### config.mk
export PLATFORM = sky130hd
export DESIGN_NAME = masked_template_diff_match_unit
export DESIGN_NICKNAME = d
export VERILOG_FILES = /design/src/design/mtdm_pkg.sv /design/src/design/mtdm_pixel_diff.sv /design/src/design/mtdm_accum.sv /design/src/design/masked_template_diff_match_unit.sv
export SDC_FILE = /design/constraint.sdc
export NUM_CORES = 1
export LEC_CHECK = 0
export BUFFER_PORTS_ARGS = -buffer_cell sky130_fd_sc_hd__buf_4
export CAP_MARGIN = 40
export CORE_UTILIZATION = 55
export DETAILED_ROUTE_END_ITERATION = 8
export PLACE_DENSITY = 0.83
export SLEW_MARGIN = 10
export SYNTH_ARGS = -nofsm -noshare
export SYNTH_HDL_FRONTEND = slang
export SYNTH_SLANG_ARGS = --single-unit
### constraint.sdc
create_clock -name aclk -period 14.8 [get_ports aclk]
set_input_delay 1.48 -clock aclk [delete_from_list [all_inputs] [get_ports aclk]]
set_output_delay 1.48 -clock aclk [all_outputs]
set_load 0.02 [all_outputs]
### src/design/mtdm_pkg.sv
// ----------------------------------------------------------------------------
// mtdm_pkg
// Widths, constants and shared types of the masked template difference match.
// ----------------------------------------------------------------------------
package mtdm_pkg;

    localparam int PIX_W      = 8;
    localparam int ID_W       = 8;
    localparam int CNT_W      = 17;
    localparam int CFG_IDX_W  = 8;
    localparam int S_TDATA_W  = 56;
    localparam int M_TDATA_W  = 56;
    localparam int M_PAD_W    = M_TDATA_W - (2 * ID_W + 2 * CNT_W);

    localparam int MAX_PIXELS = 65536;
    localparam int CNT_MAX    = (1 << CNT_W) - 1;
    localparam logic [CNT_W-1:0] CNT_LIMIT =
        (MAX_PIXELS > CNT_MAX) ? CNT_W'(CNT_MAX) : CNT_W'(MAX_PIXELS);
    localparam logic [CNT_W-1:0] CNT_ALL_ONES = '1;

    // Gray conversion: (B*1868 + G*9617 + R*4899 + 8192) >> 14
    localparam int GRAY_SHIFT = 14;
    localparam int GRAY_SUM_W = PIX_W + GRAY_SHIFT;
    localparam logic [GRAY_SHIFT-1:0] COEF_B = GRAY_SHIFT'(1868);
    localparam logic [GRAY_SHIFT-1:0] COEF_G = GRAY_SHIFT'(9617);
    localparam logic [GRAY_SHIFT-1:0] COEF_R = GRAY_SHIFT'(4899);
    localparam logic [GRAY_SUM_W-1:0] GRAY_ROUND = GRAY_SUM_W'(8192);

    localparam logic [PIX_W-1:0] THR_RESET = PIX_W'(63);

    localparam logic [CFG_IDX_W-1:0] REG_MASK_THR = CFG_IDX_W'(0);
    localparam logic [CFG_IDX_W-1:0] REG_DIFF_THR = CFG_IDX_W'(1);

    typedef struct packed {
        logic [PIX_W-1:0] tpl_r;
        logic [PIX_W-1:0] tpl_g;
        logic [PIX_W-1:0] tpl_b;
        logic [PIX_W-1:0] img_r;
        logic [PIX_W-1:0] img_g;
        logic [PIX_W-1:0] img_b;
    } pix_pair_t;

    typedef struct packed {
        logic [ID_W-1:0] template_id;
        logic            last_pixel;
        logic            last_template;
    } pix_tag_t;

    typedef struct packed {
        logic [CNT_W-1:0] best_count;
        logic [ID_W-1:0]  best_template;
        logic [CNT_W-1:0] diff_count;
        logic [ID_W-1:0]  done_template;
        logic             final_res;
    } match_res_t;

endpackage

### src/design/mtdm_pixel_diff.sv
// ----------------------------------------------------------------------------
// mtdm_pixel_diff
// Masks the image pixel, takes the channel differences to the template,
// converts them to gray and flags a mismatched pixel.
// ----------------------------------------------------------------------------
module mtdm_pixel_diff (
    input  mtdm_pkg::pix_pair_t         pix,
    input  logic [mtdm_pkg::PIX_W-1:0]  mask_thr,
    input  logic [mtdm_pkg::PIX_W-1:0]  diff_thr,
    output logic                        mismatch
);
    import mtdm_pkg::*;

    logic [PIX_W-1:0]      d_b;
    logic [PIX_W-1:0]      d_g;
    logic [PIX_W-1:0]      d_r;
    logic [GRAY_SUM_W-1:0] gray_sum;
    logic [PIX_W-1:0]      gray;

    function automatic logic [PIX_W-1:0] chan_diff(
        input logic [PIX_W-1:0] img,
        input logic [PIX_W-1:0] tpl,
        input logic [PIX_W-1:0] thr
    );
        logic [PIX_W-1:0] kept;
        kept = (tpl > thr) ? img : '0;
        return (tpl > kept) ? (tpl - kept) : (kept - tpl);
    endfunction

    always_comb begin
        d_b = chan_diff(pix.img_b, pix.tpl_b, mask_thr);
        d_g = chan_diff(pix.img_g, pix.tpl_g, mask_thr);
        d_r = chan_diff(pix.img_r, pix.tpl_r, mask_thr);
        // Operands are widened first so that no product loses its upper bits.
        gray_sum = GRAY_SUM_W'(d_b) * GRAY_SUM_W'(COEF_B)
                 + GRAY_SUM_W'(d_g) * GRAY_SUM_W'(COEF_G)
                 + GRAY_SUM_W'(d_r) * GRAY_SUM_W'(COEF_R) + GRAY_ROUND;
        gray     = gray_sum[GRAY_SUM_W-1:GRAY_SHIFT];
        mismatch = gray > diff_thr;
    end

endmodule

### src/design/mtdm_accum.sv
// ----------------------------------------------------------------------------
// mtdm_accum
// Mismatch counter, best-template tracker and the result register.
// ----------------------------------------------------------------------------
module mtdm_accum (
    input  logic                  aclk,
    input  logic                  aresetn,
    input  logic                  in_valid,
    input  mtdm_pkg::pix_tag_t    in_tag,
    input  logic                  mismatch,
    output logic                  in_ready,
    output logic                  res_valid,
    input  logic                  res_ready,
    output mtdm_pkg::match_res_t  res
);
    import mtdm_pkg::*;

    logic [CNT_W-1:0] running_count_reg, running_count_next;
    logic [CNT_W-1:0] best_count_reg, best_count_next;
    logic [ID_W-1:0]  best_id_reg, best_id_next;
    logic             no_best_yet_reg, no_best_yet_next;
    logic             res_valid_reg, res_valid_next;
    match_res_t       res_reg, res_next;

    logic             out_free;
    logic             take;
    logic             close;
    logic             new_best;
    logic [CNT_W-1:0] cnt;

    always_comb begin
        out_free = !res_valid_reg || res_ready;
        // Pixels that produce no result never wait on the output side.
        in_ready = !in_tag.last_pixel || out_free;
        take     = in_valid && in_ready;
        close    = take && in_tag.last_pixel;

        cnt = running_count_reg;
        if (mismatch && (running_count_reg < CNT_LIMIT)) begin
            cnt = running_count_reg + CNT_W'(1);
        end
        new_best = no_best_yet_reg || (cnt < best_count_reg);

        running_count_next = running_count_reg;
        best_count_next    = best_count_reg;
        best_id_next       = best_id_reg;
        no_best_yet_next   = no_best_yet_reg;
        res_next           = res_reg;
        res_valid_next     = res_valid_reg && !res_ready;

        if (take) begin
            running_count_next = cnt;
        end
        if (close) begin
            running_count_next     = '0;
            res_valid_next         = 1'b1;
            res_next.done_template = in_tag.template_id;
            res_next.diff_count    = cnt;
            res_next.best_template = new_best ? in_tag.template_id : best_id_reg;
            res_next.best_count    = new_best ? cnt : best_count_reg;
            res_next.final_res     = in_tag.last_template;
            if (in_tag.last_template) begin
                best_count_next  = CNT_ALL_ONES;
                best_id_next     = '0;
                no_best_yet_next = 1'b1;
            end else if (new_best) begin
                best_count_next  = cnt;
                best_id_next     = in_tag.template_id;
                no_best_yet_next = 1'b0;
            end
        end
    end

    always_ff @(posedge aclk) begin
        if (!aresetn) begin
            running_count_reg <= '0;
            best_count_reg    <= CNT_ALL_ONES;
            best_id_reg       <= '0;
            no_best_yet_reg   <= 1'b1;
            res_valid_reg     <= 1'b0;
        end else begin
            running_count_reg <= running_count_next;
            best_count_reg    <= best_count_next;
            best_id_reg       <= best_id_next;
            no_best_yet_reg   <= no_best_yet_next;
            res_valid_reg     <= res_valid_next;
        end
    end

    always_ff @(posedge aclk) begin
        res_reg <= res_next;
    end

    assign res_valid = res_valid_reg;
    assign res       = res_reg;

endmodule

### src/design/masked_template_diff_match_unit.sv
// A pixel pair accepted from the input stream sits in the input register; once the accumulator
// takes it, its result is loaded into the result register.
// Throughput: one pixel pair per cycle; only a stalled result blocks a closing pixel.
// Reset (aresetn low, synchronous): both thresholds return to 63, the running count to
// zero, the best count to all ones and the best template to zero; no result is pending.
// ----------------------------------------------------------------------------
// masked_template_diff_match_unit
// Streams image/template pixel pairs and reports per-template mismatch counts
// together with the best (lowest count) template of the current set.
// ----------------------------------------------------------------------------
module masked_template_diff_match_unit (
    input  logic                                aclk,
    input  logic                                aresetn,
    // Input stream
    input  logic                                s_tvalid,
    output logic                                s_tready,
    // img_b, img_g, img_r, tpl_b, tpl_g, tpl_r, template_id (8 bits each)
    input  logic [mtdm_pkg::S_TDATA_W-1:0]      s_tdata,
    input  logic                                s_tlast,
    // last_template
    input  logic                                s_tuser,
    // Result stream
    output logic                                m_tvalid,
    input  logic                                m_tready,
    // done_template (8), diff_count (17), best_template (8), best_count (17), zero pad (6)
    output logic [mtdm_pkg::M_TDATA_W-1:0]      m_tdata,
    output logic                                m_tlast,
    // Configuration writes
    input  logic                                cfg_valid,
    output logic                                cfg_ready,
    input  logic [mtdm_pkg::CFG_IDX_W-1:0]      cfg_index,
    input  logic [mtdm_pkg::PIX_W-1:0]          cfg_data
);
    import mtdm_pkg::*;

    logic [PIX_W-1:0] mask_thr_reg, mask_thr_next;
    logic [PIX_W-1:0] diff_thr_reg, diff_thr_next;

    logic             in_valid_reg, in_valid_next;
    pix_pair_t        pix_reg, pix_next;
    pix_tag_t         tag_reg, tag_next;

    logic             s_accept;
    logic             mismatch;
    logic             acc_ready;
    match_res_t       res;

    assign cfg_ready = 1'b1;
    assign s_tready  = !in_valid_reg || acc_ready;
    assign s_accept  = s_tvalid && s_tready;

    always_comb begin
        mask_thr_next = mask_thr_reg;
        diff_thr_next = diff_thr_reg;
        if (cfg_valid) begin
            case (cfg_index)
                REG_MASK_THR: mask_thr_next = cfg_data;
                REG_DIFF_THR: diff_thr_next = cfg_data;
                default:      ;
            endcase
        end

        in_valid_next = s_accept || (in_valid_reg && !acc_ready);
        pix_next      = pix_reg;
        tag_next      = tag_reg;
        if (s_accept) begin
            pix_next.img_b         = s_tdata[7:0];
            pix_next.img_g         = s_tdata[15:8];
            pix_next.img_r         = s_tdata[23:16];
            pix_next.tpl_b         = s_tdata[31:24];
            pix_next.tpl_g         = s_tdata[39:32];
            pix_next.tpl_r         = s_tdata[47:40];
            tag_next.template_id   = s_tdata[55:48];
            tag_next.last_pixel    = s_tlast;
            tag_next.last_template = s_tuser;
        end
    end

    always_ff @(posedge aclk) begin
        if (!aresetn) begin
            mask_thr_reg <= THR_RESET;
            diff_thr_reg <= THR_RESET;
            in_valid_reg <= 1'b0;
        end else begin
            mask_thr_reg <= mask_thr_next;
            diff_thr_reg <= diff_thr_next;
            in_valid_reg <= in_valid_next;
        end
    end

    always_ff @(posedge aclk) begin
        pix_reg <= pix_next;
        tag_reg <= tag_next;
    end

    mtdm_pixel_diff u_pixel_diff (
        .pix      (pix_reg),
        .mask_thr (mask_thr_reg),
        .diff_thr (diff_thr_reg),
        .mismatch (mismatch)
    );

    mtdm_accum u_accum (
        .aclk      (aclk),
        .aresetn   (aresetn),
        .in_valid  (in_valid_reg),
        .in_tag    (tag_reg),
        .mismatch  (mismatch),
        .in_ready  (acc_ready),
        .res_valid (m_tvalid),
        .res_ready (m_tready),
        .res       (res)
    );

    assign m_tdata = {M_PAD_W'(0), res.best_count, res.best_template,
                      res.diff_count, res.done_template};
    assign m_tlast = res.final_res;

endmodule

==> results of run 1 <==
==> layout make-up <==
class	instances	area [um2]
Inverter	269	1010
Clock buffer	19	464
Sequential cell	170	4490
Timing Repair Buffer	173	1350
Tap cell	335	419
Clock inverter	13	124
Fill cell	1938	9110
Multi-Input combinational cell	1004	9090
Antenna cell	1	2.50
==> placed cells by master (no fill, tap or decap), drive strengths merged, types with 16 or more instances in the layout <==
master  instances
o21ai          58
nand4b         17
o21a           16
xnor2          43
and2           27
clkbuf         20
nor3           31
buf           172
nor2           70
nand2         108
a21oi          59
ha            234
xor2           16
inv           276
nand4          20
mux2i          25
a21o           26
fa             91
nand3          32
dfxtp          61
edfxtp        109
==> metal layers <==
layer  up-vias  track usage (%)  wire length, um  part of all wire [%]
met5         -                0                0                     0
met4         0             9.38             1020                   2.9
met3        71             4.09             1990                   5.7
met2       375             45.5            18200                    52
met1      5472             30.7            13700                    39
li1       5287                -                -                     -
==> cell families (layout without fill, tap and decap cells) <==
logic type / Yosys count / after routing / share of synthesized area (%)
xor gates and xnor gates: 60 / 60 / 3.75
DFF: 170 / 170 / 30.8
buffers and inverters: 311 / 474 / 8.25
and+or+nand+nor: 357 / 358 / 12.2
muxes: 35 / 35 / 2.52
AOI/OAI and AO/OA: 218 / 219 / 9.78
adders and majority gates: 325 / 325 / 32.6
other: 2 / 8 / 0.0515
==> critical path: cells and delay by family, from the launching register on <==
family                     cells  cell delay [ps]
buffers and inverters          7              580
xor gates and xnor gates       5              880
AOI/OAI and AO/OA             22             3720
adders and majority gates     14             5290
DFF                            1              420
and+or+nand+nor               15             2850
muxes                          1              380
==> per-stage QoR <==
step / util, % / setup WS, ps / TNS, ps / hold slack (ps) / std cells
final: 65.1 / 537 / 0 / 490 / 1984
after global placement: 61.6 / 205 / 0 / 455 / 1937
after detailed placement: 61.7 / -353 / -11560 / 467 / 1939
after CTS: 64.0 / 0.295 / 0 / 486 / 1971
after global routing: 65.1 / -132 / -4050 / 506 / 1984
after floorplan: - / 865 / 0 / 445 / 1483
==> timing repair <==
action / in CTS / in global routing
endpoints found under the setup margin: 50 / 50
setup buffers: 0 / 9
endpoints found under the hold margin: 0 / 0
hold buffers: 0 / 0
pin swaps: 0 / 4
cloned: 0 / 3
resized for setup: 5 / 33
==> final timing paths <==
kind / to / slack (ps) / cells past startpoint
max reg2reg: u_accum.best_count_reg[16]$_SDFFE_PN1P_ / 540 / 64
max: u_accum.best_count_reg[16]$_SDFFE_PN1P_ / 540 / 64
min: diff_thr_reg[4]$_SDFFE_PN1P_ / 490 / 2
min reg2reg: diff_thr_reg[4]$_SDFFE_PN1P_ / 490 / 2
==> flow_summary.ini, run 1 <==
[yosys]
syn-cell-area_um2 = 14600
yosysSeqAreaShare_pct = 30.8
synth_most_common_cell = inv_1
synthTopCellsByArea = edfxtp_1 22%, ha_1 20%, fa_1 13%, dfxtp_1 8.4%, inv_1 6.9%
async_reset_ff_share_pct = 0
ys.flop_type = edfxtp_1
synth_top_cell_by_area = edfxtp_1
netlist_instances = 1478
post_synth.cell_area_avg_um2 = 9.86
synth_cell_types = 74
ys.warnings.count = 0
synthTopCellsByCount = 266 x inv_1, 234 x ha_1, 109 x edfxtp_1, 108 x nand2_1, 91 x fa_1
synth-edff-count = 109
netlist.area_leader.share_pct = 22.5
synth-seq-cells = 170

[floorplan]
ioPinCount = 139
rows = 59
initial_core_util_pct = 55.9
die_w_um = 165
coreArea_um2 = 26100
dieArea_um2 = 27200
die_y_um = 165

[sta]
setup_viol = 0
hold_viol = 0
timing.fmax_ghz = 0.0701
skew_ps = 12.2
fin_crit_ps = 14260
tightestPinTransition_ps = 856
slew_headroom_pct = 42.5
final_max_slew_viol_count = 0
fin_crit_sh_pct = 96.4

[detailed_routing]
postRouteAntennaNets = 0
drtPass1Iterations = 5
drc = 0
drtIter0Drc = 754
wirelength_um = 34900
post_drt_wl_per_cell_um = 17.6
vias_per_cell = 5.65
vias = 11200

[grt]
antenna_found_initial = 1
grt_max_degree = 63
grt-ovfl-total = 0
grt_usage_pct = 25.4
grt_pass1_wl_um = 53900
grt_pass1_vias = 11100

[critical_path]
cp.required_ps = 15120
slowest_delay_ps = 550
setup.worst_path.start = pix_reg[25]$_DFFE_PP_
arrival_ps = 14580
r2r_start = pix_reg[25]$_DFFE_PP_
cp_max_fo = 7
worstSetupPathType = reg -> reg
path_common_cell = ha_1
start_kind = flip-flop
slowest_stage = fa_1
cp-end-kind = flip-flop

[worst_hold_path]
min_from = diff_thr_reg[4]$_SDFFE_PN1P_
hp-class = reg -> reg

[clock_network]
h-tree-depth = 4
cts_sinks = 170
cts_tree = done
cts_buffers = 17
cts.clk_slew.worst_paths_ps = 70
clock_latency_ps = 430
root_buffer = clkbuf_16
clk_path_buf_depth = 2

[place]
numPortBuffers = 131
post_dp_cell_area_um2 = 16100
place_hpwl_um = 26800
place.gp.congestion = 0.949

[finish]
fin_nets = 2039
drive_gt1_share_pct = 16.1
design_area_um2 = 17000
largest_reg_flops = 51
syn2layout_area_growth_pct = 16.3

[run_status]
status = complete, no violations

[flow_run]
cap_viol_max_count = 0
Power of run 1 is not shown: default switching activity piles up to over one toggle a cycle in this logic, so the estimate is an artifact.
==> run 2: changes to the inputs <==
--- a/config.mk
+++ b/config.mk
@@ -7,9 +7,11 @@
 export LEC_CHECK = 0
 export BUFFER_PORTS_ARGS = -buffer_cell sky130_fd_sc_hd__buf_4
 export CAP_MARGIN = 40
-export CORE_UTILIZATION = 55
+export CELL_PAD_IN_SITES_DETAIL_PLACEMENT = 0
+export CELL_PAD_IN_SITES_GLOBAL_PLACEMENT = 2
+export CORE_UTILIZATION = 35
 export DETAILED_ROUTE_END_ITERATION = 8
-export PLACE_DENSITY = 0.83
+export PLACE_DENSITY = 0.82
 export SLEW_MARGIN = 10
 export SYNTH_ARGS = -nofsm -noshare
 export SYNTH_HDL_FRONTEND = slang
==> run 2 against run 1 <==
Largest cell class unchanged. Critical path depth up 1. Final area grew 1.3%. Die area grew 56%. First-iteration DRC count decreased by 49%. Worst hold slack lost 15 ps. Critical endpoint unchanged. Wire length increased by 0.39%. Critical path type unchanged.
==> flow_summary.ini, run 2 (same netlist as run 1, synthesis figures left out) <==
[critical_path]
start_kind = flip-flop
cp.required_ps = 15140
slowest_stage = fa_1
path_common_cell = ha_1
slowest_delay_ps = 540
arrival_ps = 14380
cp-end-kind = flip-flop
cp_max_fo = 21
worstSetupPathType = reg -> reg

[floorplan]
coreArea_um2 = 40900
rows = 74
die_w_um = 206
dieArea_um2 = 42500
ioPinCount = 139
initial_core_util_pct = 35.6
die_y_um = 206

[finish]
syn2layout_area_growth_pct = 17.8
final_core_util_pct = 41.9
fin_nets = 2045
design_area_um2 = 17200
layout_commonest_cell = inv_1
layout_common_cells = 264 x inv_1, 234 x ha_1, 177 x buf_4, 109 x edfxtp_1, 108 x nand2_1
largest_reg_flops = 51
drive_gt1_share_pct = 15.8

[flow_run]
cap_viol_max_count = 0

[sta]
timing.fmax_ghz = 0.0712
tightestPinTransition_ps = 854
setup_slack_ps = 764
setup_viol = 0
fin_crit_sh_pct = 94.8
fin_crit_ps = 14040
skew_ps = 10.2
hold_viol = 0
slew_headroom_pct = 42.9
final_max_slew_viol_count = 0

[detailed_routing]
vias_per_cell = 4.83
vias = 10600
postRouteAntennaNets = 0
post_drt_wl_per_cell_um = 16.0
wirelength_um = 35000
drtPass1Iterations = 4
drc = 0
drtIter0Drc = 386

[grt]
grt_max_degree = 63
grt_usage_pct = 17.2
grt_pass1_vias = 10700
grt_pass1_wl_um = 56500
grt-ovfl-total = 0
antenna_found_initial = 2

[place]
numPortBuffers = 131
post_dp_cell_area_um2 = 16400
place_hpwl_um = 28700
place.gp.congestion = 0.835
dp_slack_ps = 162

[run_status]
status = complete, no violations

[clock_network]
h-tree-depth = 4
clk_path_buf_depth = 2
cts.clk_slew.worst_paths_ps = 70
cts_buffers = 17
clock_latency_ps = 450
cts_tree = done
cts_sinks = 170
root_buffer = clkbuf_16

[worst_hold_path]
hp-class = reg -> reg
[run 2: layout make-up]
cell class / count / area (um2)
Fill cell: 4090 / 23800
Multi-Input combinational cell: 1002 / 8990
Sequential cell: 170 / 4490
Timing Repair Buffer: 181 / 1400
Inverter: 269 / 1010
Tap cell: 532 / 666
Clock buffer: 20 / 468
Clock inverter: 12 / 129
Antenna cell: 2 / 5.00
[run 2: through the flow]
step	TNS, ps	hold WS (ps)	cells
floorplan	0	445	1483
global placement	0	455	2145
detailed placement	0	460	2148
CTS	0	479	2180
global route	-53.4	503	2188
finish	0	474	2188
[run 2: what timing repair did]
item	in CTS	in global routing
endpoints found under the setup margin	0	50
hold endpoints to repair	0	0
setup buffers	0	6
gates resized for setup	0	17
hold buffers	0	0
[run 2: worst paths after layout]
| kind | start | endpoint | slack (ps) | depth (start not counted) |
|---|---|---|---|---|
| setup / recovery | pix_reg[25]$_DFFE_PP_ | u_accum.best_count_reg[16]$_SDFFE_PN1P_ | 760 | 65 |
| hold reg to reg | diff_thr_reg[4]$_SDFFE_PN1P_ | diff_thr_reg[4]$_SDFFE_PN1P_ | 470 | 2 |
| setup reg to reg | pix_reg[25]$_DFFE_PP_ | u_accum.best_count_reg[16]$_SDFFE_PN1P_ | 760 | 65 |
| hold / removal | diff_thr_reg[4]$_SDFFE_PN1P_ | diff_thr_reg[4]$_SDFFE_PN1P_ | 470 | 2 |
[run 2: worst max-delay path: cells and delay by family, from the launching register on]
kind / cells / cell delay, ps
adder cells (fa/ha/maj): 14 / 5200
AO/OA/AOI/OAI: 23 / 3760
AND/OR/NAND/NOR: 14 / 2380
XOR/XNOR: 5 / 890
buffers and inverters: 8 / 840
flip-flops: 1 / 410
multiplexers: 1 / 380
[run 2: layer usage]
layer | up-vias | GRT usage (%) | share of wire, %
met1 | 5087 | 21.7 | 45
met4 | 0 | 5.17 | 1.6
met3 | 28 | 3.00 | 3.2
met5 | - | 0 | 0
met2 | 144 | 29.8 | 50
li1 | 5303 | - | -
Power of run 2 is left out for the same reason.
